`src/hdl/wwkc_pkg.sv`:
```
// ----------------------------------------------------------------------------
// wwkc_pkg: shared definitions for the whole-word keyword counter
// Widths, register indexes, byte classifiers and the step record that the
// cell chain hands to the token controller.
// ----------------------------------------------------------------------------
package wwkc_pkg;

   localparam int MAX_KEY_LEN_DEF = 16;
   localparam int BYTE_W          = 8;
   localparam int COUNT_W         = 32;
   localparam int CSR_DATA_W      = 64;
   localparam int CSR_INDEX_W     = 2;
   localparam int KEY_LEN_W       = 5;

   typedef enum logic [CSR_INDEX_W-1:0] {
      CSR_KEY_CHARS_LOW  = 2'd0,
      CSR_KEY_CHARS_HIGH = 2'd1,
      CSR_KEY_LENGTH     = 2'd2
   } csr_index_type;

   // One accepted request as seen by the token controller.
   typedef struct packed {
      logic accept;
      logic space;
      logic letter;
      logic hit_all;
      logic letter_at_len;
      logic last;
   } step_type;

   function automatic logic is_space(input logic [BYTE_W-1:0] b);
      return (b == 8'h20) || ((b >= 8'h09) && (b <= 8'h0D));
   endfunction

   function automatic logic is_letter(input logic [BYTE_W-1:0] b);
      return ((b >= 8'h41) && (b <= 8'h5A)) || ((b >= 8'h61) && (b <= 8'h7A));
   endfunction

   function automatic logic [BYTE_W-1:0] fold(input logic [BYTE_W-1:0] b);
      return ((b >= 8'h41) && (b <= 8'h5A)) ? (b + 8'h20) : b;
   endfunction

endpackage

```
`src/hdl/wwkc_req_if.sv`:
```
// ----------------------------------------------------------------------------
// wwkc_req_if: text request channel
// Valid/ready channel carrying one text byte and its end-of-text mark.
// ----------------------------------------------------------------------------
interface wwkc_req_if;
   logic                       valid;
   logic                       ready;
   logic [wwkc_pkg::BYTE_W-1:0] text_byte;
   logic                       end_of_text;

   modport source (output valid, output text_byte, output end_of_text, input ready);
   modport sink   (input valid, input text_byte, input end_of_text, output ready);
endinterface

```
`src/hdl/wwkc_rsp_if.sv`:
```
// ----------------------------------------------------------------------------
// wwkc_rsp_if: count response channel
// Valid/ready channel carrying the token count of one finished text.
// ----------------------------------------------------------------------------
interface wwkc_rsp_if;
   logic                        valid;
   logic                        ready;
   logic [wwkc_pkg::COUNT_W-1:0] match_count;

   modport source (output valid, output match_count, input ready);
   modport sink   (input valid, input match_count, output ready);
endinterface

```
`src/hdl/wwkc_cell.sv`:
```
// ----------------------------------------------------------------------------
// wwkc_cell: one byte cell of the window chain
// Holds one folded token byte, passes it on to the next cell on each shift
// and compares the byte it is about to take with its keyword byte.
// ----------------------------------------------------------------------------
module wwkc_cell (
   input  logic                        clock,
   input  logic                        shift_en,
   input  logic [wwkc_pkg::BYTE_W-1:0] byte_in,
   input  logic [wwkc_pkg::BYTE_W-1:0] key_byte,
   input  logic                        cmp_en,
   output logic [wwkc_pkg::BYTE_W-1:0] byte_out,
   output logic                        hit,
   output logic                        letter
);

   logic [wwkc_pkg::BYTE_W-1:0] byte_ff;

   always_ff @(posedge clock) begin
      if (shift_en) begin
         byte_ff <= byte_in;
      end
   end

   assign byte_out = byte_ff;
   // cells past the key length do not take part
   assign hit      = !cmp_en || (byte_in == key_byte);
   assign letter   = wwkc_pkg::is_letter(byte_in);

endmodule

```
`src/hdl/wwkc_token_ctrl.sv`:
```
// ----------------------------------------------------------------------------
// wwkc_token_ctrl: token state and running count
// Tracks position in the current token, whether its first keyword
// occurrence is judged or waits for the following byte, and the count.
// ----------------------------------------------------------------------------
module wwkc_token_ctrl #(
   parameter int MaxKeyLen = wwkc_pkg::MAX_KEY_LEN_DEF
) (
   input  logic                           clock,
   input  logic                           reset,
   input  wwkc_pkg::step_type             step,
   input  logic [$clog2(MaxKeyLen+1)-1:0] key_len,
   output logic [wwkc_pkg::COUNT_W-1:0]   count_out
);

   localparam int Window = MaxKeyLen + 1;
   localparam int TpW    = $clog2(Window + 1);

   logic [TpW-1:0]               tp_ff, tp_in, tp_step, len_ext;
   logic                         decided_ff, decided_in;
   logic                         awaiting_ff, awaiting_in;
   logic [wwkc_pkg::COUNT_W-1:0] count_ff, count_in, count_sum;
   logic                         bump;

   assign len_ext = TpW'(key_len);
   assign tp_step = (tp_ff == TpW'(Window)) ? tp_ff : tp_ff + 1'b1;

   always_comb begin
      tp_in       = tp_ff;
      decided_in  = decided_ff;
      awaiting_in = awaiting_ff;
      bump        = 1'b0;
      if (step.accept) begin
         if (step.space) begin
            bump        = awaiting_ff;
            tp_in       = '0;
            decided_in  = 1'b0;
            awaiting_in = 1'b0;
         end else begin
            tp_in = tp_step;
            if (awaiting_ff) begin
               awaiting_in = 1'b0;
               decided_in  = 1'b1;
               bump        = !step.letter;
            end else if (!decided_ff && (key_len != '0) && (tp_step >= len_ext)
                         && step.hit_all) begin
               // a letter just before the occurrence rules it out
               if ((tp_step > len_ext) && step.letter_at_len) begin
                  decided_in = 1'b1;
               end else begin
                  awaiting_in = 1'b1;
               end
            end
         end
         if (step.last) begin
            // the text end closes an occurrence that waits for its next byte
            bump        = bump || awaiting_in;
            tp_in       = '0;
            decided_in  = 1'b0;
            awaiting_in = 1'b0;
         end
      end
   end

   always_comb begin
      count_sum = count_ff;
      if (bump && (count_ff != '1)) begin
         count_sum = count_ff + 1'b1;
      end
      count_in = (step.accept && step.last) ? '0 : count_sum;
   end

   assign count_out = count_sum;

   always_ff @(posedge clock) begin
      if (reset) begin
         tp_ff       <= '0;
         decided_ff  <= 1'b0;
         awaiting_ff <= 1'b0;
         count_ff    <= '0;
      end else begin
         tp_ff       <= tp_in;
         decided_ff  <= decided_in;
         awaiting_ff <= awaiting_in;
         count_ff    <= count_in;
      end
   end

endmodule

```
`src/hdl/whole_word_keyword_counter.sv`:
```
// ----------------------------------------------------------------------------
// whole_word_keyword_counter: counts tokens holding the keyword as a word
// Folds text to lower case, keeps the newest token bytes in a chain of
// cells with a parallel keyword compare, and emits the count at text end.
//
//   channel   kind        payload                      direction
//   req_bus   valid/ready text_byte, end_of_text       in
//   rsp_bus   valid/ready match_count                  out
//   csr_*     write only  key chars low/high, length   in
//
// One request per cycle unless a held count stalls it; the count appears in
// the cycle after the request marked end_of_text, set by the single output
// register. Requests are taken while it is empty or being drained. Synchronous
// reset clears token state, count, output valid, key chars; key length is 1.
// ----------------------------------------------------------------------------
module whole_word_keyword_counter #(
   parameter int MaxKeyLen = wwkc_pkg::MAX_KEY_LEN_DEF
) (
   input  logic                             clock,
   input  logic                             reset,
   wwkc_req_if.sink                         req_bus,
   wwkc_rsp_if.source                       rsp_bus,
   input  logic                             csr_wr_en,
   input  logic [wwkc_pkg::CSR_INDEX_W-1:0] csr_index,
   input  logic [wwkc_pkg::CSR_DATA_W-1:0]  csr_wdata
);

   localparam int Window = MaxKeyLen + 1;
   localparam int LenW   = $clog2(MaxKeyLen + 1);
   localparam int KeyIW  = (MaxKeyLen > 1) ? $clog2(MaxKeyLen) : 1;
   localparam int BW     = wwkc_pkg::BYTE_W;

   logic [wwkc_pkg::CSR_DATA_W-1:0] key_low_ff, key_high_ff;
   logic [wwkc_pkg::KEY_LEN_W-1:0]  key_length_ff;
   logic [LenW-1:0]                 key_len;

   logic [BW-1:0]      key_vec   [MaxKeyLen];
   logic [BW-1:0]      chain_in  [Window];
   logic [BW-1:0]      chain_out [Window];
   logic [BW-1:0]      cell_key  [Window];
   logic [Window-1:0]  cell_cmp, cell_hit, cell_letter;

   logic [BW-1:0]      text_fold;
   logic               accept, text_space;
   wwkc_pkg::step_type step;

   logic [wwkc_pkg::COUNT_W-1:0] count_out;
   logic                         rsp_valid_ff;
   logic [wwkc_pkg::COUNT_W-1:0] rsp_count_ff;

   // configuration registers
   always_ff @(posedge clock) begin
      if (reset) begin
         key_low_ff    <= '0;
         key_high_ff   <= '0;
         key_length_ff <= wwkc_pkg::KEY_LEN_W'(1);
      end else if (csr_wr_en) begin
         case (wwkc_pkg::csr_index_type'(csr_index))
            wwkc_pkg::CSR_KEY_CHARS_LOW:  key_low_ff    <= csr_wdata;
            wwkc_pkg::CSR_KEY_CHARS_HIGH: key_high_ff   <= csr_wdata;
            wwkc_pkg::CSR_KEY_LENGTH:     key_length_ff <= csr_wdata[wwkc_pkg::KEY_LEN_W-1:0];
            default: ;
         endcase
      end
   end

   assign key_len = (int'(key_length_ff) > MaxKeyLen) ? LenW'(MaxKeyLen)
                                                      : LenW'(key_length_ff);

   for (genvar j = 0; j < MaxKeyLen; j++) begin : g_key
      if (j < 8) begin : g_low
         assign key_vec[j] = wwkc_pkg::fold(key_low_ff[BW*j +: BW]);
      end else if (j < 16) begin : g_high
         assign key_vec[j] = wwkc_pkg::fold(key_high_ff[BW*(j-8) +: BW]);
      end else begin : g_zero
         assign key_vec[j] = '0;
      end
   end

   assign accept     = req_bus.valid && req_bus.ready;
   assign text_fold  = wwkc_pkg::fold(req_bus.text_byte);
   assign text_space = wwkc_pkg::is_space(req_bus.text_byte);

   // cell i compares against keyword byte len-1-i
   for (genvar i = 0; i < Window; i++) begin : g_cell
      logic [LenW:0] key_idx;

      assign key_idx     = {1'b0, key_len} - (LenW+1)'(1) - (LenW+1)'(i);
      assign cell_cmp[i] = (i < MaxKeyLen) && ((LenW+1)'(i) < {1'b0, key_len});
      assign cell_key[i] = cell_cmp[i] ? key_vec[key_idx[KeyIW-1:0]] : '0;

      if (i == 0) begin : g_head
         assign chain_in[i] = text_fold;
      end else begin : g_link
         assign chain_in[i] = chain_out[i-1];
      end

      wwkc_cell u_cell (
         .clock    (clock),
         .shift_en (accept && !text_space),
         .byte_in  (chain_in[i]),
         .key_byte (cell_key[i]),
         .cmp_en   (cell_cmp[i]),
         .byte_out (chain_out[i]),
         .hit      (cell_hit[i]),
         .letter   (cell_letter[i])
      );
   end

   always_comb begin
      step.accept        = accept;
      step.space         = text_space;
      step.letter        = cell_letter[0];
      step.hit_all       = &cell_hit;
      step.letter_at_len = cell_letter[key_len];
      step.last          = req_bus.end_of_text;
   end

   wwkc_token_ctrl #(
      .MaxKeyLen (MaxKeyLen)
   ) u_ctrl (
      .clock     (clock),
      .reset     (reset),
      .step      (step),
      .key_len   (key_len),
      .count_out (count_out)
   );

   // output register: take a new request while the held count drains
   assign req_bus.ready = !rsp_valid_ff || rsp_bus.ready;

   always_ff @(posedge clock) begin
      if (reset) begin
         rsp_valid_ff <= 1'b0;
      end else if (accept && req_bus.end_of_text) begin
         rsp_valid_ff <= 1'b1;
      end else if (rsp_bus.ready) begin
         rsp_valid_ff <= 1'b0;
      end
   end

   always_ff @(posedge clock) begin
      if (accept && req_bus.end_of_text) begin
         rsp_count_ff <= count_out;
      end
   end

   assign rsp_bus.valid       = rsp_valid_ff;
   assign rsp_bus.match_count = rsp_count_ff;

endmodule

```
`src/flat_wrapper.sv`:
```
// flat-port wrapper written by rule: the top's interface ports become plain ports
module whole_word_keyword_counter_flat 
#(
   parameter int MaxKeyLen = wwkc_pkg::MAX_KEY_LEN_DEF
)
  (clock, reset, csr_wr_en, csr_index, csr_wdata, req_bus_valid, req_bus_text_byte, req_bus_end_of_text, req_bus_ready, rsp_bus_valid, rsp_bus_match_count, rsp_bus_ready);
  wwkc_req_if req_bus_i ();
  wwkc_rsp_if rsp_bus_i ();
  input  logic clock;
  input  logic reset;
  input  logic csr_wr_en;
  input  logic [wwkc_pkg::CSR_INDEX_W-1:0] csr_index;
  input  logic [wwkc_pkg::CSR_DATA_W-1:0] csr_wdata;
  input wire logic [$bits(req_bus_i.valid)-1:0] req_bus_valid;
  input wire logic [$bits(req_bus_i.text_byte)-1:0] req_bus_text_byte;
  input wire logic [$bits(req_bus_i.end_of_text)-1:0] req_bus_end_of_text;
  output wire logic [$bits(req_bus_i.ready)-1:0] req_bus_ready;
  output wire logic [$bits(rsp_bus_i.valid)-1:0] rsp_bus_valid;
  output wire logic [$bits(rsp_bus_i.match_count)-1:0] rsp_bus_match_count;
  input wire logic [$bits(rsp_bus_i.ready)-1:0] rsp_bus_ready;
  assign req_bus_i.valid = req_bus_valid;
  assign req_bus_i.text_byte = req_bus_text_byte;
  assign req_bus_i.end_of_text = req_bus_end_of_text;
  assign req_bus_ready = req_bus_i.ready;
  assign rsp_bus_valid = rsp_bus_i.valid;
  assign rsp_bus_match_count = rsp_bus_i.match_count;
  assign rsp_bus_i.ready = rsp_bus_ready;
  whole_word_keyword_counter #(.MaxKeyLen(MaxKeyLen)) u_core (.clock(clock), .reset(reset), .req_bus(req_bus_i), .rsp_bus(rsp_bus_i), .csr_wr_en(csr_wr_en), .csr_index(csr_index), .csr_wdata(csr_wdata));
endmodule
```
`config.mk`:
```
export PLATFORM = sky130hd
export DESIGN_NAME = whole_word_keyword_counter_flat
export DESIGN_NICKNAME = d
export VERILOG_FILES = /design/src/hdl/wwkc_pkg.sv /design/src/hdl/wwkc_req_if.sv /design/src/hdl/wwkc_rsp_if.sv /design/src/hdl/wwkc_cell.sv /design/src/hdl/wwkc_token_ctrl.sv /design/src/hdl/whole_word_keyword_counter.sv /design/src/flat_wrapper.sv
export SDC_FILE = /design/constraint.sdc
export NUM_CORES = 1
export LEC_CHECK = 0
export BUFFER_PORTS_ARGS = -buffer_cell sky130_fd_sc_hd__clkbuf_2
export CELL_PAD_IN_SITES_DETAIL_PLACEMENT = 0
export CELL_PAD_IN_SITES_GLOBAL_PLACEMENT = 1
export CORE_MARGIN = 2
export CORE_UTILIZATION = 30
export CTS_CLUSTER_DIAMETER = 200
export DETAILED_ROUTE_END_ITERATION = 10
export PLACE_DENSITY = 0.62
export REMOVE_ABC_BUFFERS = 1
export SYNTH_ARGS = -nofsm -noshare
export SYNTH_HDL_FRONTEND = slang
export SYNTH_HIERARCHICAL = 1
export SYNTH_SLANG_ARGS = --single-unit
```
`constraint.sdc`:
```
create_clock -name clock -period 7.97 [get_ports clock]
set_clock_uncertainty 0.15 [all_clocks]
set_input_delay 0.797 -clock clock [delete_from_list [all_inputs] [get_ports clock]]
set_output_delay 0.797 -clock clock [all_outputs]
set_load 0.03 [all_outputs]
```
---- Yosys cells after proc, flatten, opt, wreduce, memory -nomap -nowiden ----
Cells that the tools add are included.
storage, ports and cells
  logic and storage cells ................. 470
  input bits .............................. 80
  output and inout port bits .............. 34
  register bits after elaboration ......... 333
operators by class
  reductions and logical operators ........ 127
  $lt $le $gt $ge ......................... 140
  add/subtract/negate cells ............... 35
  bitwise operators ....................... 16
  equal/unequal tests ..................... 21
  multiplexer cells ....................... 106
operators with widths
  kind                                                                         number
  8-bit 2-to-1 mux                                                             65
  8-bit binary-select mux with 4-bit select                                    16
  8-bit by 7-bit >= comparator with 1-bit output, second input constant        51
  8-bit by 7-bit <= comparator with 1-bit output, second input constant        51
  8-bit by 6-bit adder with 8-bit output, second input constant                17
  8-bit equality test                                                          16
  5-bit >= comparator, second input constant                                   16
  4-bit NOT with 5-bit output                                                  16
  1-bit logical AND                                                            60
  4-bit by 5-bit less-than comparator with 1-bit output, first input constant  8
  1-bit logical OR                                                             36
  32-bit by 1-bit adder with 32-bit output, second input constant              1
  32-bit 2-to-1 mux                                                            1
  32-bit inequality test, second input constant                                1
  4-bit subtractor, second input constant                                      8
  1-bit zero test                                                              20
  3-bit by 5-bit less-than comparator with 1-bit output, first input constant  4
  5-bit 2-to-1 mux                                                             4
  1-bit 2-to-1 mux                                                             19
  16-bit AND reduction                                                         1
  4-bit by 3-bit subtractor with 4-bit output, second input constant           4
  1-bit by 5-bit less-than comparator with 1-bit output, first input constant  2
  2-bit by 5-bit less-than comparator with 1-bit output, first input constant  2
  8-bit by 6-bit equality test with 1-bit output, second input constant        1
  20 further kinds                                                             25

---- Logic depth before layout (Yosys ltp) ----
Gate-level depths: netlist (run 1).
  depth in word-level cells ............... 22
  depth in mapped cells ................... 31
  gate-level depth less buffers ........... 24

---- Hierarchy ----
The synthesis (run 1) kept the hierarchy.
modules (own cells, without submodules)
  module                      area each (um2)  cells each  times used
  whole_word_keyword_counter  13407.9          1702        1
  wwkc_cell                   357.8            24          17
  wwkc_token_ctrl             2713.9           297         1

---- Worst setup path after synthesis (run 1) ----
OpenSTA, ideal clock, no wires.
  kind .................................... in2reg
  start ................................... input port req_bus_text_byte[3]
  end ..................................... register u_core.g_cell[0].u_cell.byte_ff, in the netlist u_core/g_cell[0].u_cell/byte_out[0] (enable)
  stages .................................. 5
  path buffers ............................ 0
  data arrival time ....................... 7.328 ns
  slack ................................... -0.157 ns
  cells stage by stage .................... nor2b_1 -> a22oi_1 -> o22ai_1 -> nor4b_1 -> nor2b_1
RTL lines
  what                  line                RTL
  start, declared       flat_wrapper.sv:15  input wire logic [$bits(req_bus_i.text_byte)-1:0] req_bus_text_byte;
  end signal, assigned  wwkc_cell.sv:21     byte_ff <= byte_in;
  end, declared         wwkc_cell.sv:17     logic [wwkc_pkg::BYTE_W-1:0] byte_ff;

==> results of run 1 <==
-- area by class of cell --
class,count,share of cell area (%)
Timing Repair Buffer,154,3.65
Multi-Input combinational cell,1898,52.0
Tap cell,959,4.79
Sequential cell,333,33.0
Inverter,46,0.700
Clock inverter,22,1.01
Clock buffer,58,4.85
Antenna cell,1,0.00999
-- power groups by stage --
stage / clock, mW / sequential (mW) / combinational (mW)
floorplan: 0 / 2.00 / 0.593
global placement: 0 / 2.02 / 0.927
detailed placement: 0 / 2.02 / 0.925
CTS: 2.06 / 1.99 / 0.928
global route: 2.13 / 2.00 / 1.01
finish: 2.01 / 1.99 / 0.947
-- stage by stage --
step | hold WS (ns) | TNS [ns] | cell area, sq um
after floorplan | 0.290 | -493.02 | 21400
after global placement | 0.312 | 0 | 23600
after detailed placement | 0.316 | 0 | 23600
after CTS | 0.259 | 0 | 25000
after global routing | 0.281 | 0 | 25000
final | 0.293 | 0 | 25000
-- path summary, 6_finish.rpt --
kind         slack [ns]                                              to  cells after the start
max reg2reg        0.58         u_core/rsp_bus.match_count[6]$_DFFE_PP_                     19
min                0.29             u_core/key_high_ff[38]$_SDFFE_PP0P_                      3
max                0.58         u_core/rsp_bus.match_count[6]$_DFFE_PP_                     19
min reg2reg        0.33  u_core/g_cell[12].u_cell/byte_out[5]$_DFFE_PP_                      0
-- timing repair --
item                                   in CTS  in global routing
gates resized for setup                     0                  1
hold buffers                                0                  0
endpoints found under the hold margin       0                  0
setup endpoints to repair                   0                  2
-- placed cells by master (no fill, tap or decap), drive strengths merged, types with 8 or more instances in the layout --
cell and count:
nand3b 8, edfxtp 160, dfxtp 173, nor3b 22, nand2 489, nand4 48, or4 23, a22o 18
o22ai 50, a2111oi 13, or2 8, ha 34, buf 42, mux4 46, mux2 9, a31oi 15
clkinv 14, nor3 23, a211oi 27, or3 13, clkbuf 170, a22oi 37, nor2b 19, nand2b 20
and2 48, a21oi 206, a221oi 9, xor2 24, o221ai 8, xnor2 155, inv 50, nand3 38
o21ai 39, and3 62, mux2i 191, nor2 103, conb 9
-- state kept, by name, summed over array words and instances (netlist names) --
| register | cells |
|---|---|
| u_core/rsp_bus.match_count | 32 |
| u_core/rsp_bus.valid | 1 |
| u_core/u_ctrl/tp_ff | 5 |
| u_core/g_cell.u_cell/byte_out | 128 |
| u_core/key_low_ff | 64 |
| u_core/key_length_ff | 5 |
| u_core/u_ctrl/awaiting_ff | 1 |
| u_core/u_ctrl/count_ff | 32 |
| u_core/key_high_ff | 64 |
| u_core/u_ctrl/decided_ff | 1 |
-- per-layer routing --
metal | share of wire (%) | GRT usage (%) | vias to the layer above | routed length (microns)
li1 | - | - | 8948 | -
met1 | 44 | 30.8 | 9492 | 38100
met2 | 46 | 36.2 | 767 | 39200
met3 | 5.8 | 2.80 | 148 | 4940
met4 | 4.1 | 8.74 | 0 | 3560
met5 | 0 | 0 | - | 0
-- critical path, stage by stage (launching register included) --
cell and delay [ns]:
dfxtp_1 0.55, nor2b_4 0.25, buf_4 0.49, buf_4 0.63
mux4_2 0.65, mux2i_1 0.45, nor2b_1 0.19, a211oi_1 0.07
xnor2_1 0.20, nand4_1 0.12, o21ai_0 0.57, and4_1 0.30
nand3_1 0.10, nor4_1 0.34, inv_1 0.12, a311oi_4 0.42
nand4_4 0.61, nand2_1 0.48, nand4_1 0.21, xnor2_1 0.17
==> results by group, run 1 <==
Finish
  – Cell Count, Final, Fillers Out: 3471
  – Filler instances: about 7400
  – Core Util, Final: 34.4%
  – Sequential Area: just over 8000 sq um
  – Fin nets: approximately 2600
  – Share of cells above drive strength 1: around an eighth
  – Layout area overhead: 14.0%
  – Multi-input logic area: around 13000 sq um

Setup path
  – Crit-path max FO: 40
  – Critical Path End Type: register
  – Setup CP Type: reg2reg
  – Startpoint types: register
  – CP Data Required Time: about 8.2 ns
  – Crit. Startpoint: u_core/key_length_ff[0]$_SDFFE_PP1P_
  – Reg2reg start: u_core/key_length_ff[0]$_SDFFE_PP1P_
  – Critical Path AT: about 7.6 ns

Route
  – Initial drt markers: about 1700
  – Residual DRC: 0
  – Pre-antenna DRT Iters: 5
  – Wirelength per Cell: between 20 and 25 microns
  – Drt total wl: around 86 mm
  – ANT nets after route: 0
  – Vias: slightly below 20000
  – Via-to-Cell Ratio: roughly 5.6

Global routing
  – Vias in the first global route: roughly 18000
  – Gr usage total: about 23%
  – First-pass GRT wire length: roughly 130 mm
  – GR Overflow Total: 0
  – Largest net degree at the start of global routing: 88
  – Initial antenna violation count: 0

Die
  – I/O pin cnt: ~110
  – Starting Density: between 30% and 40%
  – Die area: between 70000 and 80000 sq um
  – CORE AREA: roughly 73000 sq um
  – Die height: approximately 270 microns
  – Chip width: between 200 and 300 microns
  – Rows: 99

Power
  – Reg power frac: between 40% and 50%
  – P per Cell Area: approximately 200 nW/um^2
  – Switching Share: between 30% and 40%
  – Total chip power: slightly below 5 mW
  – Max VDD drop: between 0.15 and 0.2 mV
  – Net Sw Power: about 1.5 mW
  – Clock power frac: roughly two fifths
  – Pint: about 3.4 mW
  – LEAKAGE: roughly 9 nW
  – Logic gate share of total power: a little under a fifth

Timing
  – Final worst setup slack: approximately 0.58 ns
  – Max Fclk: between 0.1 and 0.15 GHz
  – Final Setup Violations: 0
  – Hold Vio Cnt, Final: 0
  – Worst slew pin tran: ~1.3 ns
  – Worst slew margin: 15.1%
  – Final period utilization: roughly 90%
  – Pins over their slew limit: 0
  – Unrepaired setup endpoints after global routing: false
  – Post-route minimum period: about 7.4 ns

Min path
  – Hold_sp: csr_wdata[38]
  – Hold Path Class: in2reg

Synthesis
  – Post-Syn Instances: between 2000 and 2500
  – Mapped Area: 22000 sq um
  – Synth warn: 6
  – Avg Cell Area, Syn: 9.16 sq um

Clock tree
  – H-tree levels: 2
  – CTS Sinks: roughly 330
  – Post-CTS setup buffer count: 0
  – Worst-path clk slew: around 0.060 ns
  – Skew-Pair Late Insertion Delay: around 0.59 ns
  – Clock Tree Root: clkbuf_16
  – CTS max path bufs: 3
  – Num CTS Buffers: 43
  – TritonCTS clock tree: yes

Job
  – Max-Cap Viols: 0

Placement
  – RePlAce Congestion: approximately 1
  – Number of placed cells counting well taps: around 3400
  – Hpwl dp: approximately 67 mm
  – Dpl ws: ~0.47 ns
  – Port Buf Inserts: roughly 110

Status
  – Outcome: complete, no violations
No activity file was read; power rests on OpenSTA's default activity.
==> run 2: changes to the inputs <==
--- a/config.mk
+++ b/config.mk
@@ -5,6 +5,7 @@
 export SDC_FILE = /design/constraint.sdc
 export NUM_CORES = 1
 export LEC_CHECK = 0
+export ABC_AREA = 1
 export BUFFER_PORTS_ARGS = -buffer_cell sky130_fd_sc_hd__clkbuf_2
 export CELL_PAD_IN_SITES_DETAIL_PLACEMENT = 0
 export CELL_PAD_IN_SITES_GLOBAL_PLACEMENT = 1
@@ -12,7 +13,7 @@
 export CORE_UTILIZATION = 30
 export CTS_CLUSTER_DIAMETER = 200
 export DETAILED_ROUTE_END_ITERATION = 10
-export PLACE_DENSITY = 0.62
+export PLACE_DENSITY = 0.66
 export REMOVE_ABC_BUFFERS = 1
 export SYNTH_ARGS = -nofsm -noshare
 export SYNTH_HDL_FRONTEND = slang
==> run 2 against run 1 <==
  * Register-to-register slack improved by 0.31 ns
  * Clock-buffer cell count stayed put
  * Sequential power barely moved
  * Cell area rose by 4.0%
  * Critical path depth up 5
  * Synthesized cell count is 48% higher
  * Critical endpoint is now u_core/rsp_bus.match_count[31]$_DFFE_PP_
  * Via count rose by 20%
  * Routed wire length grew 12%
==> results by group, run 2 <==
Route
  – Via-to-Cell Ratio: approximately 5
  – Vias: approximately 23000
  – Drt total wl: 95.7 mm
  – ANT nets after route: 0
  – Pre-antenna DRT Iters: 6
  – Residual DRC: 0
  – Wirelength per Cell: 20.6 microns
  – Initial drt markers: ~2300

Clock tree
  – Num CTS Buffers: between 40 and 50
  – TritonCTS clock tree: yes
  – Post-CTS setup buffer count: 0
  – CTS max path bufs: 3
  – Hold_buf cts: 0
  – Skew-Pair Late Insertion Delay: slightly below 0.6 ns
  – Post-cts repair resize count: 0
  – Clock Tree Root: clkbuf_16
  – CTS Sinks: approximately 330
  – H-tree levels: 2
  – Worst-path clk slew: ~0.060 ns

Power
  – P per Cell Area: approximately 210 nW/um^2
  – Max VDD drop: 0.159 mV
  – Total chip power: 5.46 mW
  – LEAKAGE: 10.8 nW

Global routing
  – Gr usage total: between 20% and 30%
  – GR Overflow Total: 0
  – Largest net degree at the start of global routing: 97
  – Vias in the first global route: ~21000
  – First-pass GRT wire length: about 140 mm
  – Initial antenna violation count: 1

Setup path
  – Setup CP Type: reg2reg
  – Crit-path max FO: 46
  – Startpoint types: register
  – CP top delay family: simple AND/OR/NAND/NOR gates
  – Critical Path End Type: register
  – Slowest CP cell: ha_1
  – CP Data Required Time: 8.16 ns
  – Slowest stage delay, CP: around 0.90 ns
  – Critical path's most frequent cell: nand2_1
  – Crit. Startpoint: u_core/key_length_ff[0]$_SDFFE_PP1P_
  – Reg2reg start: u_core/key_length_ff[0]$_SDFFE_PP1P_
  – Crit path buffers/inverters: 2
  – Critical Path AT: between 7 and 8 ns
  – CP Cell Sequence: nor2_1, nand3_1, nand2_1, nand2_2, buf_4, ha_1, inv_1, o21ai_0, a21oi_1, xnor2_1, nand2_1, nor2_1, nand2_1, nand2_1, nand4_1, nand3b_1, nor4_2, nand3_1, nor2_1, nand3_1, nand2_1, nand2_2, nand2_1, nand2_1

Timing
  – Unrepaired setup endpoints after global routing: false
  – Pins over their slew limit: 0
  – Hold Vio Cnt, Final: 0
  – Worst slew pin tran: just over 1 ns
  – Final Setup Violations: 0
  – Post-route minimum period: roughly 7 ns
  – Max Fclk: around 0.14 GHz
  – Worst slew margin: between 30% and 40%
  – Final period utilization: 88.9%

Finish
  – Max FFs per register: roughly 130
  – Commonest cells after routing, fill and taps aside: 1091 x nand2_1, 345 x inv_1, 329 x o21ai_0, 309 x nand3_1, 305 x nor2_1
  – Fin nets: 3699
  – # diodes: 0
  – Filler instances: around 8600
  – Layout area overhead: 12.0%
  – Commonest non-fill, non-tap cell in the layout: nand2_1
  – Share of cells above drive strength 1: ~9%
  – Core Util, Final: between 30% and 40%

Job
  – Max-Cap Viols: 0

Status
  – Outcome: complete, no violations

Die
  – Starting Density: between 30% and 40%
  – CORE AREA: roughly 77000 sq um
  – I/O pin cnt: between 100 and 150
  – Chip width: 282 microns
  – Rows: between 100 and 150
  – Die height: approximately 280 microns
  – Die area: 79700 sq um

Placement
  – Hpwl dp: about 76 mm
  – RePlAce Congestion: approximately 1.0
  – Port Buf Inserts: approximately 110

Synthesis
  – Mapped Area: about 23000 sq um
  – Avg Cell Area, Syn: approximately 6.5 sq um
  – Synth warn: 6
  – Post-Syn Instances: 3551

Min path
  – Hold Path Class: in2reg
  – Hold_sp: csr_wdata[8]
run 2: cell count changes in the layout (fill, tap and decap cells not counted), moves of 45 or more:
cell and delta:
and2_1 -45, and3_1 -62, inv_1 +305, mux2i_1 -185, nand2_1 +602, nand3_1 +271, nor2_1 +203, o21ai_0 +292
o21ai_1 +98, xnor2_1 -78
run 2: path summary, 6_finish.rpt:
| path | end | slack [ns] | cells past startpoint |
|---|---|---|---|
| max reg2reg | u_core/rsp_bus.match_count[31]$_DFFE_PP_ | 0.89 | 24 |
| min | u_core/key_low_ff[8]$_SDFFE_PP0P_ | 0.30 | 3 |
| max | u_core/rsp_bus.match_count[31]$_DFFE_PP_ | 0.89 | 24 |
| min reg2reg | u_core/g_cell[2].u_cell/byte_out[5]$_DFFE_PP_ | 0.33 | 0 |
run 2: tightest hold or removal path, cell delays in order:
cell and delay [ns]:
clkbuf_2 0.09, nor2_1 0.04, nor2_1 0.08
run 2: layout make-up:
type / instances / area (sq um) / area share [%]
multi-input cells: 2674 / 12800 / 49.1
well taps: 1040 / 1300 / 5.00
flip-flops and latches: 333 / 8270 / 31.8
clock buffers: 58 / 1170 / 4.50
clock inverters: 18 / 273 / 1.05
inverters: 401 / 1520 / 5.83
repair buffers: 133 / 716 / 2.75
run 2: routing by layer:
layer	up-vias	share of wire [%]	wire length, microns	GRT usage (%)
met2	717	45	43200	38.4
met1	10800	46	43600	32.7
li1	11600	-	-	-
met5	-	0.013	12	0
met4	2	3.3	3200	7.57
met3	135	6.0	5740	3.67
run 2: through the flow:
step / hold slack, ns / setup WS (ns) / instances / setup TNS [ns] / instance area, sq um
global placement: 0.309 / 0.572 / 4581 / 0 / 24600
detailed placement: 0.310 / 0.677 / 4581 / 0 / 24600
global route: 0.288 / 0.346 / 4657 / 0 / 26000
finish: 0.297 / 0.887 / 4657 / 0 / 26000
CTS: 0.277 / 0.603 / 4657 / 0 / 26000
floorplan: 0.299 / -1.10 / 3408 / -65.84 / 22500
run 2: power by group:
group / switching [mW] / internal, mW / total [mW]
combinational: 1.06 / 0.382 / 1.44
clock: 0.801 / 1.23 / 2.03
sequential: 0.0976 / 1.90 / 1.99
